===== src/rtl/core/ocbf_pkg.sv =====
// types and constants of the occupancy block checker
// no dependencies; imported by every module of the block but ocbf_ram
package ocbf_pkg;

    localparam int PIX_W     = 8;
    localparam int CFG_W     = 11;
    localparam int POS_W     = 11;
    localparam int BLK_W     = 10;
    localparam int COORD_W   = 10;
    localparam int CFG_IDX_W = 4;
    localparam int STEP_W    = 4;

    localparam int OUT_DATA_W = 24;
    localparam int OUT_PAD_W  = OUT_DATA_W - 2 * COORD_W - 1;

    localparam int QUEUE_DEPTH = 4;

    localparam logic [CFG_W-1:0] BLOCK_LIMIT = 11'd1024;

    // register indexes
    localparam logic [CFG_IDX_W-1:0] REG_FREE_THRESHOLD = 4'd0;
    localparam logic [CFG_IDX_W-1:0] REG_BLOCK_SIZE     = 4'd1;
    localparam logic [CFG_IDX_W-1:0] REG_MAP_WIDTH      = 4'd2;
    localparam logic [CFG_IDX_W-1:0] REG_MAP_HEIGHT     = 4'd3;

    // register reset values
    localparam logic [PIX_W-1:0] THRESHOLD_RST = 8'd240;
    localparam logic [CFG_W-1:0] BLOCK_RST     = 11'd8;
    localparam logic [CFG_W-1:0] WIDTH_RST     = 11'd1024;
    localparam logic [CFG_W-1:0] HEIGHT_RST    = 11'd1024;

    // one pixel of a complete block, as handed from front to back
    typedef struct packed {
        logic [POS_W-1:0]   idx;
        logic               first;
        logic               last_pix;
        logic               below;
        logic [COORD_W-1:0] crow;
        logic [COORD_W-1:0] ccol;
        logic               last_blk;
    } blk_op_t;

    // extent of the area covered by complete blocks
    typedef struct packed {
        logic             busy;
        logic [CFG_W-1:0] full_cols;
        logic [CFG_W-1:0] full_rows;
    } extent_t;

    typedef enum logic [1:0] {
        EXT_IDLE,
        EXT_COLS,
        EXT_ROWS
    } ext_state_t;

endpackage


===== src/rtl/core/occupancy_block_free_check.sv =====
// top level of the occupancy block checker: front, queue and back
// uses ocbf_pkg, ocbf_front, ocbf_queue, ocbf_back
//
//  channel  direction  handshake            payload
//  s_       in         s_tvalid/s_tready    s_tdata: pixel
//  m_       out        m_tvalid/m_tready    m_tdata: center_row, center_col, accessible;
//                                           m_tlast: last_block
//  cfg_     in         cfg_valid/cfg_ready  cfg_index, cfg_data
//
// one pixel per cycle while s_tready is high; a block result passes the queue, the
// flag stage and the result register; after reset the flag memory is cleared, one
// entry a cycle, all min(MAX_WIDTH, 2048) entries, with s_tready low; configuration
// writes are taken meanwhile; a write of block_size, map_width or map_height reruns
// the one-bit-a-cycle extent unit, which holds s_tready low until it is done
// a stalled result stops the back part at a last pixel; the queue holds 4 pixels
module occupancy_block_free_check import ocbf_pkg::*; #(
    parameter int MAX_WIDTH  = 1024,
    parameter int MAX_HEIGHT = 1024
) (
    input  logic                  aclk,
    input  logic                  aresetn,
    input  logic                  cfg_valid,
    output logic                  cfg_ready,
    input  logic [CFG_IDX_W-1:0]  cfg_index,
    input  logic [CFG_W-1:0]      cfg_data,
    input  logic                  s_tvalid,
    output logic                  s_tready,
    input  logic [PIX_W-1:0]      s_tdata,   // [7:0] pixel
    output logic                  m_tvalid,
    input  logic                  m_tready,
    output logic [OUT_DATA_W-1:0] m_tdata,   // [9:0] center_row, [19:10] center_col,
                                             // [20] accessible, [23:21] zero
    output logic                  m_tlast
);

    // column index never exceeds the widest map the 11-bit register allows
    localparam int FLAG_DEPTH = (MAX_WIDTH > 2048) ? 2048 : MAX_WIDTH;

    logic    push, q_full, head_valid, pop, clr_busy;
    blk_op_t push_op, head_op;

    ocbf_front #(
        .MAX_WIDTH  (MAX_WIDTH),
        .MAX_HEIGHT (MAX_HEIGHT)
    ) u_front (
        .aclk      (aclk),
        .aresetn   (aresetn),
        .cfg_valid (cfg_valid),
        .cfg_ready (cfg_ready),
        .cfg_index (cfg_index),
        .cfg_data  (cfg_data),
        .s_tvalid  (s_tvalid),
        .s_tready  (s_tready),
        .s_tdata   (s_tdata),
        .hold      (q_full || clr_busy),
        .push      (push),
        .push_op   (push_op)
    );

    ocbf_queue u_queue (
        .aclk       (aclk),
        .aresetn    (aresetn),
        .push       (push),
        .push_op    (push_op),
        .full       (q_full),
        .head_valid (head_valid),
        .head_op    (head_op),
        .pop        (pop)
    );

    ocbf_back #(
        .DEPTH (FLAG_DEPTH)
    ) u_back (
        .aclk       (aclk),
        .aresetn    (aresetn),
        .head_valid (head_valid),
        .head_op    (head_op),
        .pop        (pop),
        .clr_busy   (clr_busy),
        .m_tvalid   (m_tvalid),
        .m_tready   (m_tready),
        .m_tdata    (m_tdata),
        .m_tlast    (m_tlast)
    );

endmodule


===== src/rtl/core/ocbf_ram.sv =====
// generic single-port-write ram with registered read
// no dependencies
module ocbf_ram #(
    parameter int WIDTH = 1,
    parameter int DEPTH = 1024
) (
    input  logic                     aclk,
    input  logic                     we,
    input  logic [$clog2(DEPTH)-1:0] waddr,
    input  logic [WIDTH-1:0]         wdata,
    input  logic                     re,
    input  logic [$clog2(DEPTH)-1:0] raddr,
    output logic [WIDTH-1:0]         rdata
);

    logic [WIDTH-1:0] mem [DEPTH];

    always_ff @(posedge aclk) begin
        if (we) begin
            mem[waddr] <= wdata;
        end
        if (re) begin
            rdata <= mem[raddr];
        end
    end

endmodule


===== src/rtl/core/ocbf_extent.sv =====
// works out the width and height covered by complete blocks
// restoring remainder unit, one bit a cycle; uses ocbf_pkg
module ocbf_extent import ocbf_pkg::*; (
    input  logic             aclk,
    input  logic             aresetn,
    input  logic             start,
    input  logic [CFG_W-1:0] divisor,
    input  logic [CFG_W-1:0] width,
    input  logic [CFG_W-1:0] height,
    output extent_t          ext
);

    localparam logic [STEP_W-1:0] STEP_LAST = STEP_W'(CFG_W - 1);

    ext_state_t        state_reg, state_next;
    logic [STEP_W-1:0] cnt_reg;
    logic [CFG_W-1:0]  dvd_reg;
    logic [BLK_W-1:0]  rem_reg;
    logic [CFG_W-1:0]  fc_reg;
    logic [CFG_W-1:0]  fr_reg;

    logic [CFG_W-1:0]  rem_shift;
    logic [CFG_W-1:0]  rem_sub;
    logic [BLK_W-1:0]  rem_new;
    logic              last_step;

    assign rem_shift = {rem_reg, dvd_reg[CFG_W-1]};
    assign rem_sub   = rem_shift - divisor;
    // remainder stays below the divisor, which is at most 1024
    assign rem_new   = (rem_shift >= divisor) ? rem_sub[BLK_W-1:0] : rem_shift[BLK_W-1:0];
    assign last_step = (cnt_reg == STEP_LAST);

    always_comb begin
        state_next = state_reg;
        if (start) begin
            state_next = EXT_COLS;
        end else begin
            unique case (state_reg)
                EXT_IDLE: state_next = EXT_IDLE;
                EXT_COLS: state_next = last_step ? EXT_ROWS : EXT_COLS;
                EXT_ROWS: state_next = last_step ? EXT_IDLE : EXT_ROWS;
                default:  state_next = EXT_IDLE;
            endcase
        end
    end

    always_comb begin
        ext.busy      = start || (state_reg != EXT_IDLE);
        ext.full_cols = fc_reg;
        ext.full_rows = fr_reg;
    end

    always_ff @(posedge aclk) begin
        if (!aresetn) begin
            state_reg <= EXT_IDLE;
            cnt_reg   <= '0;
        end else begin
            state_reg <= state_next;
            if (start || last_step || state_reg == EXT_IDLE) begin
                cnt_reg <= '0;
            end else begin
                cnt_reg <= cnt_reg + STEP_W'(1);
            end
        end
    end

    always_ff @(posedge aclk) begin
        if (start) begin
            dvd_reg <= width;
            rem_reg <= '0;
        end else if (state_reg != EXT_IDLE) begin
            dvd_reg <= {dvd_reg[CFG_W-2:0], 1'b0};
            rem_reg <= rem_new;
            if (last_step && state_reg == EXT_COLS) begin
                fc_reg  <= width - {1'b0, rem_new};
                dvd_reg <= height;
                rem_reg <= '0;
            end
            if (last_step && state_reg == EXT_ROWS) begin
                fr_reg <= height - {1'b0, rem_new};
            end
        end
    end

endmodule


===== src/rtl/core/ocbf_front.sv =====
// front part: configuration registers, scan position and pixel classification
// uses ocbf_pkg and ocbf_extent
module ocbf_front import ocbf_pkg::*; #(
    parameter int MAX_WIDTH  = 1024,
    parameter int MAX_HEIGHT = 1024
) (
    input  logic                 aclk,
    input  logic                 aresetn,
    input  logic                 cfg_valid,
    output logic                 cfg_ready,
    input  logic [CFG_IDX_W-1:0] cfg_index,
    input  logic [CFG_W-1:0]     cfg_data,
    input  logic                 s_tvalid,
    output logic                 s_tready,
    input  logic [PIX_W-1:0]     s_tdata,
    input  logic                 hold,
    output logic                 push,
    output blk_op_t              push_op
);

    localparam logic [CFG_W-1:0] W_LIMIT =
        (MAX_WIDTH > 2047) ? {CFG_W{1'b1}} : CFG_W'(MAX_WIDTH);
    localparam logic [CFG_W-1:0] H_LIMIT =
        (MAX_HEIGHT > 2047) ? {CFG_W{1'b1}} : CFG_W'(MAX_HEIGHT);

    logic [PIX_W-1:0] thr_reg;
    logic [CFG_W-1:0] bsz_reg, wid_reg, hgt_reg;
    logic             start_reg;

    logic [POS_W-1:0] col_reg, col_next;
    logic [POS_W-1:0] row_reg, row_next;
    logic [BLK_W-1:0] cib_reg, cib_next;
    logic [BLK_W-1:0] rib_reg, rib_next;
    logic [POS_W-1:0] idx_reg, idx_next;

    logic [CFG_W-1:0] b, w, h, bm1;
    extent_t          ext;
    logic             accept;

    logic [POS_W-1:0] c0, r0, idx0;
    logic [BLK_W-1:0] cib0, rib0, cib1, rib1;
    logic [CFG_W-1:0] cib_inc, rib_inc;
    logic [POS_W-1:0] c_inc, r_inc;
    logic             in_full;

    assign cfg_ready = 1'b1;

    always_ff @(posedge aclk) begin
        if (!aresetn) begin
            thr_reg   <= THRESHOLD_RST;
            bsz_reg   <= BLOCK_RST;
            wid_reg   <= WIDTH_RST;
            hgt_reg   <= HEIGHT_RST;
            start_reg <= 1'b1;
        end else begin
            start_reg <= 1'b0;
            if (cfg_valid) begin
                unique case (cfg_index)
                    REG_FREE_THRESHOLD: thr_reg <= cfg_data[PIX_W-1:0];
                    REG_BLOCK_SIZE: begin
                        bsz_reg   <= cfg_data;
                        start_reg <= 1'b1;
                    end
                    REG_MAP_WIDTH: begin
                        wid_reg   <= cfg_data;
                        start_reg <= 1'b1;
                    end
                    REG_MAP_HEIGHT: begin
                        hgt_reg   <= cfg_data;
                        start_reg <= 1'b1;
                    end
                    default: ;
                endcase
            end
        end
    end

    // zero acts as one, large values saturate
    always_comb begin
        b = (bsz_reg == '0) ? CFG_W'(1) : ((bsz_reg > BLOCK_LIMIT) ? BLOCK_LIMIT : bsz_reg);
        w = (wid_reg == '0) ? CFG_W'(1) : ((wid_reg > W_LIMIT) ? W_LIMIT : wid_reg);
        h = (hgt_reg == '0) ? CFG_W'(1) : ((hgt_reg > H_LIMIT) ? H_LIMIT : hgt_reg);
        bm1 = b - CFG_W'(1);
    end

    ocbf_extent u_extent (
        .aclk    (aclk),
        .aresetn (aresetn),
        .start   (start_reg),
        .divisor (b),
        .width   (w),
        .height  (h),
        .ext     (ext)
    );

    assign s_tready = !ext.busy && !hold;
    assign accept   = s_tvalid && s_tready;

    always_comb begin
        // pull the position back inside the current bounds
        c0   = (col_reg >= w) ? '0 : col_reg;
        cib0 = (col_reg >= w) ? '0 : cib_reg;
        idx0 = (col_reg >= w) ? '0 : idx_reg;
        r0   = (row_reg >= h) ? '0 : row_reg;
        rib0 = (row_reg >= h) ? '0 : rib_reg;
        cib1 = ({1'b0, cib0} >= b) ? '0 : cib0;
        rib1 = ({1'b0, rib0} >= b) ? '0 : rib0;

        in_full = (c0 < ext.full_cols) && (r0 < ext.full_rows);

        push_op.idx      = idx0;
        push_op.first    = (rib1 == '0) && (cib1 == '0);
        push_op.last_pix = ({1'b0, rib1} == bm1) && ({1'b0, cib1} == bm1);
        push_op.below    = (s_tdata < thr_reg);
        push_op.crow     = r0[COORD_W-1:0] - bm1[COORD_W-1:0]
                           + {1'b0, bm1[COORD_W-1:1]};
        push_op.ccol     = c0[COORD_W-1:0] - bm1[COORD_W-1:0]
                           + {1'b0, bm1[COORD_W-1:1]};
        push_op.last_blk = (r0 == ext.full_rows - CFG_W'(1))
                           && (c0 == ext.full_cols - CFG_W'(1));
        push = accept && in_full;

        // advance the position
        cib_inc  = {1'b0, cib1} + CFG_W'(1);
        c_inc    = c0 + POS_W'(1);
        rib_inc  = {1'b0, rib1} + CFG_W'(1);
        r_inc    = r0 + POS_W'(1);
        cib_next = (cib_inc >= b) ? '0 : cib_inc[BLK_W-1:0];
        idx_next = (cib_inc >= b) ? idx0 + POS_W'(1) : idx0;
        col_next = c_inc;
        rib_next = rib1;
        row_next = r0;
        if (c_inc >= w) begin
            col_next = '0;
            cib_next = '0;
            idx_next = '0;
            rib_next = (rib_inc >= b) ? '0 : rib_inc[BLK_W-1:0];
            row_next = r_inc;
            if (r_inc >= h) begin
                row_next = '0;
                rib_next = '0;
            end
        end
    end

    always_ff @(posedge aclk) begin
        if (!aresetn) begin
            col_reg <= '0;
            row_reg <= '0;
            cib_reg <= '0;
            rib_reg <= '0;
            idx_reg <= '0;
        end else if (accept) begin
            col_reg <= col_next;
            row_reg <= row_next;
            cib_reg <= cib_next;
            rib_reg <= rib_next;
            idx_reg <= idx_next;
        end
    end

endmodule


===== src/rtl/core/ocbf_queue.sv =====
// short fifo between front and back
// uses ocbf_pkg
module ocbf_queue import ocbf_pkg::*; (
    input  logic    aclk,
    input  logic    aresetn,
    input  logic    push,
    input  blk_op_t push_op,
    output logic    full,
    output logic    head_valid,
    output blk_op_t head_op,
    input  logic    pop
);

    localparam int PTR_W = $clog2(QUEUE_DEPTH);
    localparam int CNT_W = $clog2(QUEUE_DEPTH + 1);

    blk_op_t          slot_reg [QUEUE_DEPTH];
    logic [PTR_W-1:0] wr_reg, rd_reg;
    logic [CNT_W-1:0] cnt_reg;

    assign full       = (cnt_reg == CNT_W'(QUEUE_DEPTH));
    assign head_valid = (cnt_reg != '0);
    assign head_op    = slot_reg[rd_reg];

    always_ff @(posedge aclk) begin
        if (push) begin
            slot_reg[wr_reg] <= push_op;
        end
    end

    always_ff @(posedge aclk) begin
        if (!aresetn) begin
            wr_reg  <= '0;
            rd_reg  <= '0;
            cnt_reg <= '0;
        end else begin
            if (push) begin
                wr_reg <= (wr_reg == PTR_W'(QUEUE_DEPTH - 1)) ? '0 : wr_reg + PTR_W'(1);
            end
            if (pop) begin
                rd_reg <= (rd_reg == PTR_W'(QUEUE_DEPTH - 1)) ? '0 : rd_reg + PTR_W'(1);
            end
            unique case ({push, pop})
                2'b10:   cnt_reg <= cnt_reg + CNT_W'(1);
                2'b01:   cnt_reg <= cnt_reg - CNT_W'(1);
                default: cnt_reg <= cnt_reg;
            endcase
        end
    end

endmodule


===== src/rtl/core/ocbf_back.sv =====
// back part: block flag read-modify-write, result register, clearing pass
// uses ocbf_pkg and ocbf_ram
module ocbf_back import ocbf_pkg::*; #(
    parameter int DEPTH = 1024
) (
    input  logic                  aclk,
    input  logic                  aresetn,
    input  logic                  head_valid,
    input  blk_op_t               head_op,
    output logic                  pop,
    output logic                  clr_busy,
    output logic                  m_tvalid,
    input  logic                  m_tready,
    output logic [OUT_DATA_W-1:0] m_tdata,
    output logic                  m_tlast
);

    localparam int AW = $clog2(DEPTH);

    logic          clr_reg;
    logic [AW-1:0] clr_addr_reg;

    logic          b_valid_reg;
    blk_op_t       b_op_reg;
    logic          fwd_hit_reg;
    logic          fwd_val_reg;

    logic               o_valid_reg;
    logic [COORD_W-1:0] o_crow_reg, o_ccol_reg;
    logic               o_acc_reg, o_last_reg;

    logic          ram_q;
    logic          cur_flag, new_flag;
    logic          o_free, b_leave, b_load;
    logic          ram_we, ram_wdata;
    logic [AW-1:0] ram_waddr;

    assign clr_busy = clr_reg;

    // flag as it stands before this pixel; forward a write made as this op was loaded
    assign cur_flag = fwd_hit_reg ? fwd_val_reg : ram_q;
    assign new_flag = b_op_reg.first ? b_op_reg.below : (cur_flag || b_op_reg.below);

    assign o_free  = !o_valid_reg || m_tready;
    assign b_leave = b_valid_reg && (!b_op_reg.last_pix || o_free);
    assign b_load  = head_valid && !clr_reg && (!b_valid_reg || b_leave);
    assign pop     = b_load;

    assign ram_we    = clr_reg || b_leave;
    assign ram_waddr = clr_reg ? clr_addr_reg : b_op_reg.idx[AW-1:0];
    assign ram_wdata = clr_reg ? 1'b0 : new_flag;

    ocbf_ram #(
        .WIDTH (1),
        .DEPTH (DEPTH)
    ) u_flags (
        .aclk  (aclk),
        .we    (ram_we),
        .waddr (ram_waddr),
        .wdata (ram_wdata),
        .re    (b_load),
        .raddr (head_op.idx[AW-1:0]),
        .rdata (ram_q)
    );

    always_ff @(posedge aclk) begin
        if (!aresetn) begin
            clr_reg      <= 1'b1;
            clr_addr_reg <= '0;
            b_valid_reg  <= 1'b0;
            o_valid_reg  <= 1'b0;
        end else begin
            if (clr_reg) begin
                clr_addr_reg <= clr_addr_reg + AW'(1);
                if (clr_addr_reg == AW'(DEPTH - 1)) begin
                    clr_reg <= 1'b0;
                end
            end
            if (b_load) begin
                b_valid_reg <= 1'b1;
            end else if (b_leave) begin
                b_valid_reg <= 1'b0;
            end
            if (b_leave && b_op_reg.last_pix) begin
                o_valid_reg <= 1'b1;
            end else if (m_tready) begin
                o_valid_reg <= 1'b0;
            end
        end
    end

    always_ff @(posedge aclk) begin
        if (b_load) begin
            b_op_reg    <= head_op;
            fwd_hit_reg <= b_leave && (b_op_reg.idx == head_op.idx);
            fwd_val_reg <= new_flag;
        end
        if (b_leave && b_op_reg.last_pix) begin
            o_crow_reg <= b_op_reg.crow;
            o_ccol_reg <= b_op_reg.ccol;
            o_acc_reg  <= !new_flag;
            o_last_reg <= b_op_reg.last_blk;
        end
    end

    assign m_tvalid = o_valid_reg;
    assign m_tdata  = {{OUT_PAD_W{1'b0}}, o_acc_reg, o_ccol_reg, o_crow_reg};
    assign m_tlast  = o_last_reg;

endmodule


===== config.mk =====
export PLATFORM = sky130hd
export DESIGN_NAME = occupancy_block_free_check
export DESIGN_NICKNAME = d
export VERILOG_FILES = /design/src/rtl/core/ocbf_pkg.sv /design/src/rtl/core/occupancy_block_free_check.sv /design/src/rtl/core/ocbf_ram.sv /design/src/rtl/core/ocbf_extent.sv /design/src/rtl/core/ocbf_front.sv /design/src/rtl/core/ocbf_queue.sv /design/src/rtl/core/ocbf_back.sv
export SDC_FILE = /design/constraint.sdc
export NUM_CORES = 2
export LEC_CHECK = 0
export BUFFER_PORTS_ARGS = -buffer_cell sky130_fd_sc_hd__clkbuf_2
export CORE_ASPECT_RATIO = 0.75
export CORE_MARGIN = 10
export CORE_UTILIZATION = 25
export CTS_BUF_LIST = sky130_fd_sc_hd__clkbuf_8 sky130_fd_sc_hd__clkbuf_16
export DETAILED_ROUTE_END_ITERATION = 7
export PLACE_DENSITY_LB_ADDON = 0.08
export SYNTH_ARGS = -nofsm -noshare
export SYNTH_HDL_FRONTEND = slang
export SYNTH_SLANG_ARGS = --single-unit

===== constraint.sdc =====
create_clock -name aclk -period 60.3 [get_ports aclk]
set_input_delay 6.03 -clock aclk [delete_from_list [all_inputs] [get_ports aclk]]
set_output_delay 6.03 -clock aclk [all_outputs]
set_load 0.05 [all_outputs]

-- After elaboration in Yosys (flattened, before gate mapping)
Memories as Yosys holds them, arrays and structs flattened. A register that Yosys moved wholly into a read port is not among the register bits.
Cells that the tools add are included.
- register bits after elaboration: 223
- memory bits (writable): 1164
- bits of input ports: 28
- memories: 2
- $add $sub $neg: 21
- $lt $le $gt $ge: 15
- eq/ne operators: 17
- mux-type cells: 53
- bitwise logic cells: 2
- reductions and logical operators: 52
- memory list (name ; depth ; width ; rd ports ; clocked after memory_dff ; wr ports ; line ; text):
    u_back.u_flags.mem ; 1024 ; 1 ; 1 ; 1 ; 1 ; ocbf_ram.sv:16 ; logic [WIDTH-1:0] mem [DEPTH];
    u_queue.slot_reg ; 4 ; 35 ; 1 ; 1 ; 1 ; ocbf_queue.sv:17 ; blk_op_t slot_reg [QUEUE_DEPTH];
- operators with widths (operator ; count):
    two-way mux 11 bit ; 17
    two-way mux 10 bit ; 12
    greater-or-equal comparator 11 bit ; 7
    adder 11 x 1 -> 11 bit (second input constant) ; 3
    == test 11 bit ; 3
    greater-than comparator 11 bit (second input constant) ; 3
    logical NOT 11 bit ; 3
    subtractor 11 x 1 -> 11 bit (second input constant) ; 3
    subtractor 10 bit ; 3
    adder 10 x 1 -> 11 bit (second input constant) ; 2
    == test 10 x 11 -> 1 bit ; 2
    greater-or-equal comparator 10 x 11 -> 1 bit ; 2
    < comparator 11 bit ; 2
    subtractor 11 x 10 -> 11 bit ; 2
    adder 10 x 9 -> 10 bit ; 2
    logical NOT 10 bit ; 2
    two-way mux 1 bit ; 16
    logical AND 1 bit ; 14
    two-way mux 2 bit ; 6
    adder 10 x 1 -> 10 bit (second input constant) ; 1
    == test 10 bit (second input constant) ; 1
    nonzero test 2 bit ; 5
    logical OR 1 bit ; 9
    == test 2 bit (second input constant) ; 4
    other kinds (21) ; 36

-- Logic depth before layout (Yosys ltp)
- depth in word-level cells: 12
- mapped depth: 38
- gate-level depth less buffers: 32

-- Modules after synthesis
From an unflattened synthesis, not the netlist that was laid out.
- cell total of the unflattened synthesis: 5266
- area, all modules: 66895.4 um2
- by module, submodules not included (module ; times used ; cells an instance ; area each (um2) ; sequential area each (um2)):
    ocbf_ram ; 1 ; 3112 ; 44666.6 ; 30779.5
    ocbf_front ; 1 ; 1351 ; 10142.2 ; 1901.8
    ocbf_queue ; 1 ; 226 ; 5559.1 ; 4384.2
    ocbf_extent ; 1 ; 415 ; 3871.2 ; 1311.3
    ocbf_back ; 1 ; 161 ; 2650.0 ; 2031.9
    occupancy_block_free_check ; 1 ; 1 ; 6.3 ; 0.0

-- Worst setup path before layout
Ideal clock, no wire load.
- path kind: reg2reg
- start point: register u_back.clr_reg, in the netlist u_back.clr_busy
- end point: memory u_back.u_flags.mem[0], data pin
- arrival: 24489 ps
- required time: 55313 ps
- path slack: 30823 ps
- cell stages (with the launch flop): 5
- buffers on the path: 3
- period minus slack after synthesis: 29477 ps
- path through: dfxtp_1 clkbuf_1 clkbuf_1 clkbuf_1 nor2_1
- longest elaborated chain between the ends: 1
- RTL lines (what ; line ; text):
    start, declared ; ocbf_back.sv:20 ; logic clr_reg;
    start signal, assigned ; ocbf_back.sv:68 ; clr_reg <= 1'b1;
    start signal, assigned ; ocbf_back.sv:76 ; clr_reg <= 1'b0;
    two-way mux 1 bit ; ocbf_back.sv:51 ; assign ram_wdata = clr_reg ? 1'b0 : new_flag;
    net u_back.ram_wdata ; ocbf_back.sv:35 ; logic ram_we, ram_wdata;
    end, declared ; ocbf_ram.sv:16 ;
The timed path passes the listed nets, and every way through them passes these cells.

==> flow_summary.ini <==
[power_and_ir_drop]
p_per_area_mw_per_mm2 = 29.8
p_sw_uw = 586
seqPwrFrac_pct = 46.6
clockPowerShare_pct = 43.1
comb_power_share_pct = 10.3
ir_drop_mv = 0.0207
p_leak_nw = 27.4
swShare_pct = 25.8
p_int_mw = 1.69

[cells_and_area]
drive_gt1_share_pct = 9.42
nNetsFinal = 6169
final_util_pct = 28.6
largest_reg_flops = 1024
area_growth_pct = 13.9
layout_common_cells = 1,257 x edfxtp_1, 1,201 x nor2_1, 751 x nand2_1, 211 x inv_1, 187 x ha_1
layout_commonest_cell = edfxtp_1

[synth]
yosys_warnings = 0
netlist_area_mm2 = 0.0670
synth_cell_types = 87
yosysTopAreaCellShare_pct = 56.3
synth_edf_count = 1257
synth_largest_area_cell = edfxtp_1
async_reset_ff_share_pct = 0
avgSynthCellArea_um2 = 11.2
syn_inst = 6006
yosysSeqAreaShare_pct = 60.3
synthTopCellsByArea = edfxtp_1 56%, nor2_1 6.8%, nand2_1 4.3%
synthFlopType = edfxtp_1
ys_seq_elements = 1390

[timing]
period_share_pct = 15.9
maxSlewViolCount = 0
setup-tns-final_ns = 0
hold_viol_final = 0
finClkSkew_ns = 0.117
setup_viol = 0
whs_ns = 0.420
fin_crit_ns = 9.57
rsz0062_at_grt = false
maxSlewHeadroom_pct = 0.635
fmax_mhz = 104
tightest_slew_ns = 1.48

[floorplan]
ios = 56
chipHeight_um = 468
start_util_pct = 25.1
die_w_um = 618
rows = 164
core_mm2 = 0.267
die_area_mm2 = 0.289

[place]
dp_hpwl_um = 161000
gp_congestion = 0.784
io_buffers = 51

[detailed_routing]
firstDrtPassIters = 5
wl_per_cell_um = 27.3
wl_um = 263000
drc = 0
ant_nets = 0
vias = 47745
via_per_inst = 4.96
drt_iter0_markers = 4560

[critical_path]
critical-path-top-delay-family = compound AO/OA/AOI/OAI gates
crit_slowest_cell = a311oi_1
setup.worst_path.end_class = output pin
path_max_fanout = 13
critPathKind = flip-flop to output pin
slowest_delay_ns = 0.86
start_kind = flip-flop
cp_data_required_time_ns = 54.27
arrival_ns = 3.54
cp_cell_sequence = inv_1 > ha_1 > nand2b_1 > a311oi_1 > clkbuf_2
path_buf_inv = 2

[global_routing]
antenna_found_initial = 17
track_usage_pct = 17.6
grt_max_degree = 200
overflow = 0
grt_pass1_vias = 46181
grt_pass1_wl_um = 368000

[clock_network]
cts_root_buf = clkbuf_16
ctsHoldBuffers = 0
path_clk_slew_ns = 0.06
insertion_delay_ns = 0.87
numCtsBuffers = 170
htree_levels = 4
cts_tree = built
clock-sinks = 1390
ctsLongestPathBuffers = 4
cts_resized = 0
cts_setup_buffers = 0

[job]
drv_cap = 1

[min_path]
min_path_type = flip-flop to flip-flop

[outcome]
violations = max-capacitance violations
status = finished, violations left
synthesized netlist by cell type, drive strengths merged (133+ instances only):
library cell,count
nand2,762
mux2i,181
nor2b,138
clkbuf,294
edfxtp,1257
dfxtp,133
ha,187
nand3,133
inv,178
buf,176
a21oi,152
nor2,1205
a211oi,138
cell type report:
type,count,area (um2)
multi-input cells,3969,24000
well taps,3569,4470
inverters,179,689
flip-flops and latches,1390,40400
clock buffers,176,4370
diodes,5,12.5
fillers,27670,190000
clock inverters,117,722
repair buffers,222,1590
layer usage:
metal,GRT usage (%),wire (um),up-vias
met2,25.5,109000,1257
met5,0,54,-
met4,3.20,4570,6
li1,-,-,21377
met3,2.61,13600,255
met1,27.5,136000,24850
cell families (layout without fill, tap and decap cells):
kind of cell             Yosys count  after routing  synth area share (%)
buffers and inverters            649            694                  4.17
adder cells (fa/ha/maj)          209            209                  4.15
AND/OR/NAND/NOR                 2570           2570                  16.4
AO/OA/AOI/OAI                    810            810                  8.58
multiplexers                     250            250                  4.74
flip-flops                      1390           1390                  60.3
other                              2              9                0.0112
XOR/XNOR                         126            126                  1.67
stage by stage:
step	power [mW]	cell area, um2	cells	setup WS [ns]
after floorplan	1.23	67000	6008	30.82
after CTS	2.30	76300	9621	50.51
after global placement	1.31	71200	9328	50.85
after detailed placement	1.31	71200	9328	50.90
final	2.27	76300	9627	50.73
after global routing	2.36	76300	9623	50.47
power groups by stage:
stage	logic, mW	registers (mW)	clock network [mW]
2_1_floorplan	0.149	1.08	0
3_3_place_gp	0.228	1.08	0
3_5_place_dp	0.228	1.08	0
4_1_cts	0.231	1.06	1.01
5_1_grt	0.256	1.06	1.05
6_report	0.233	1.06	0.980
worst paths after layout:
check,from,end,slack [ns],cells past startpoint
worst max-delay path,u_front.u_extent.state_reg[0],s_tready,50.73,5
worst min-delay path,u_back.b_op_reg[8],u_back.o_ccol_reg[7],0.42,0
worst max register to register,u_front.wid_reg[10],u_front.cib_reg[8],51.85,33
worst min register to register,u_back.b_op_reg[8],u_back.o_ccol_reg[7],0.42,0
worst reg2reg max path, delay by kind of cell, from the launching register on:
kind,cells,cell delay (ns)
adders and majority gates,4,1.22
AOI/OAI and AO/OA,12,3.15
and+or+nand+nor,12,2.58
buffers and inverters,5,1.07
DFF,1,0.39
Power figures use the tool's default switching activity.
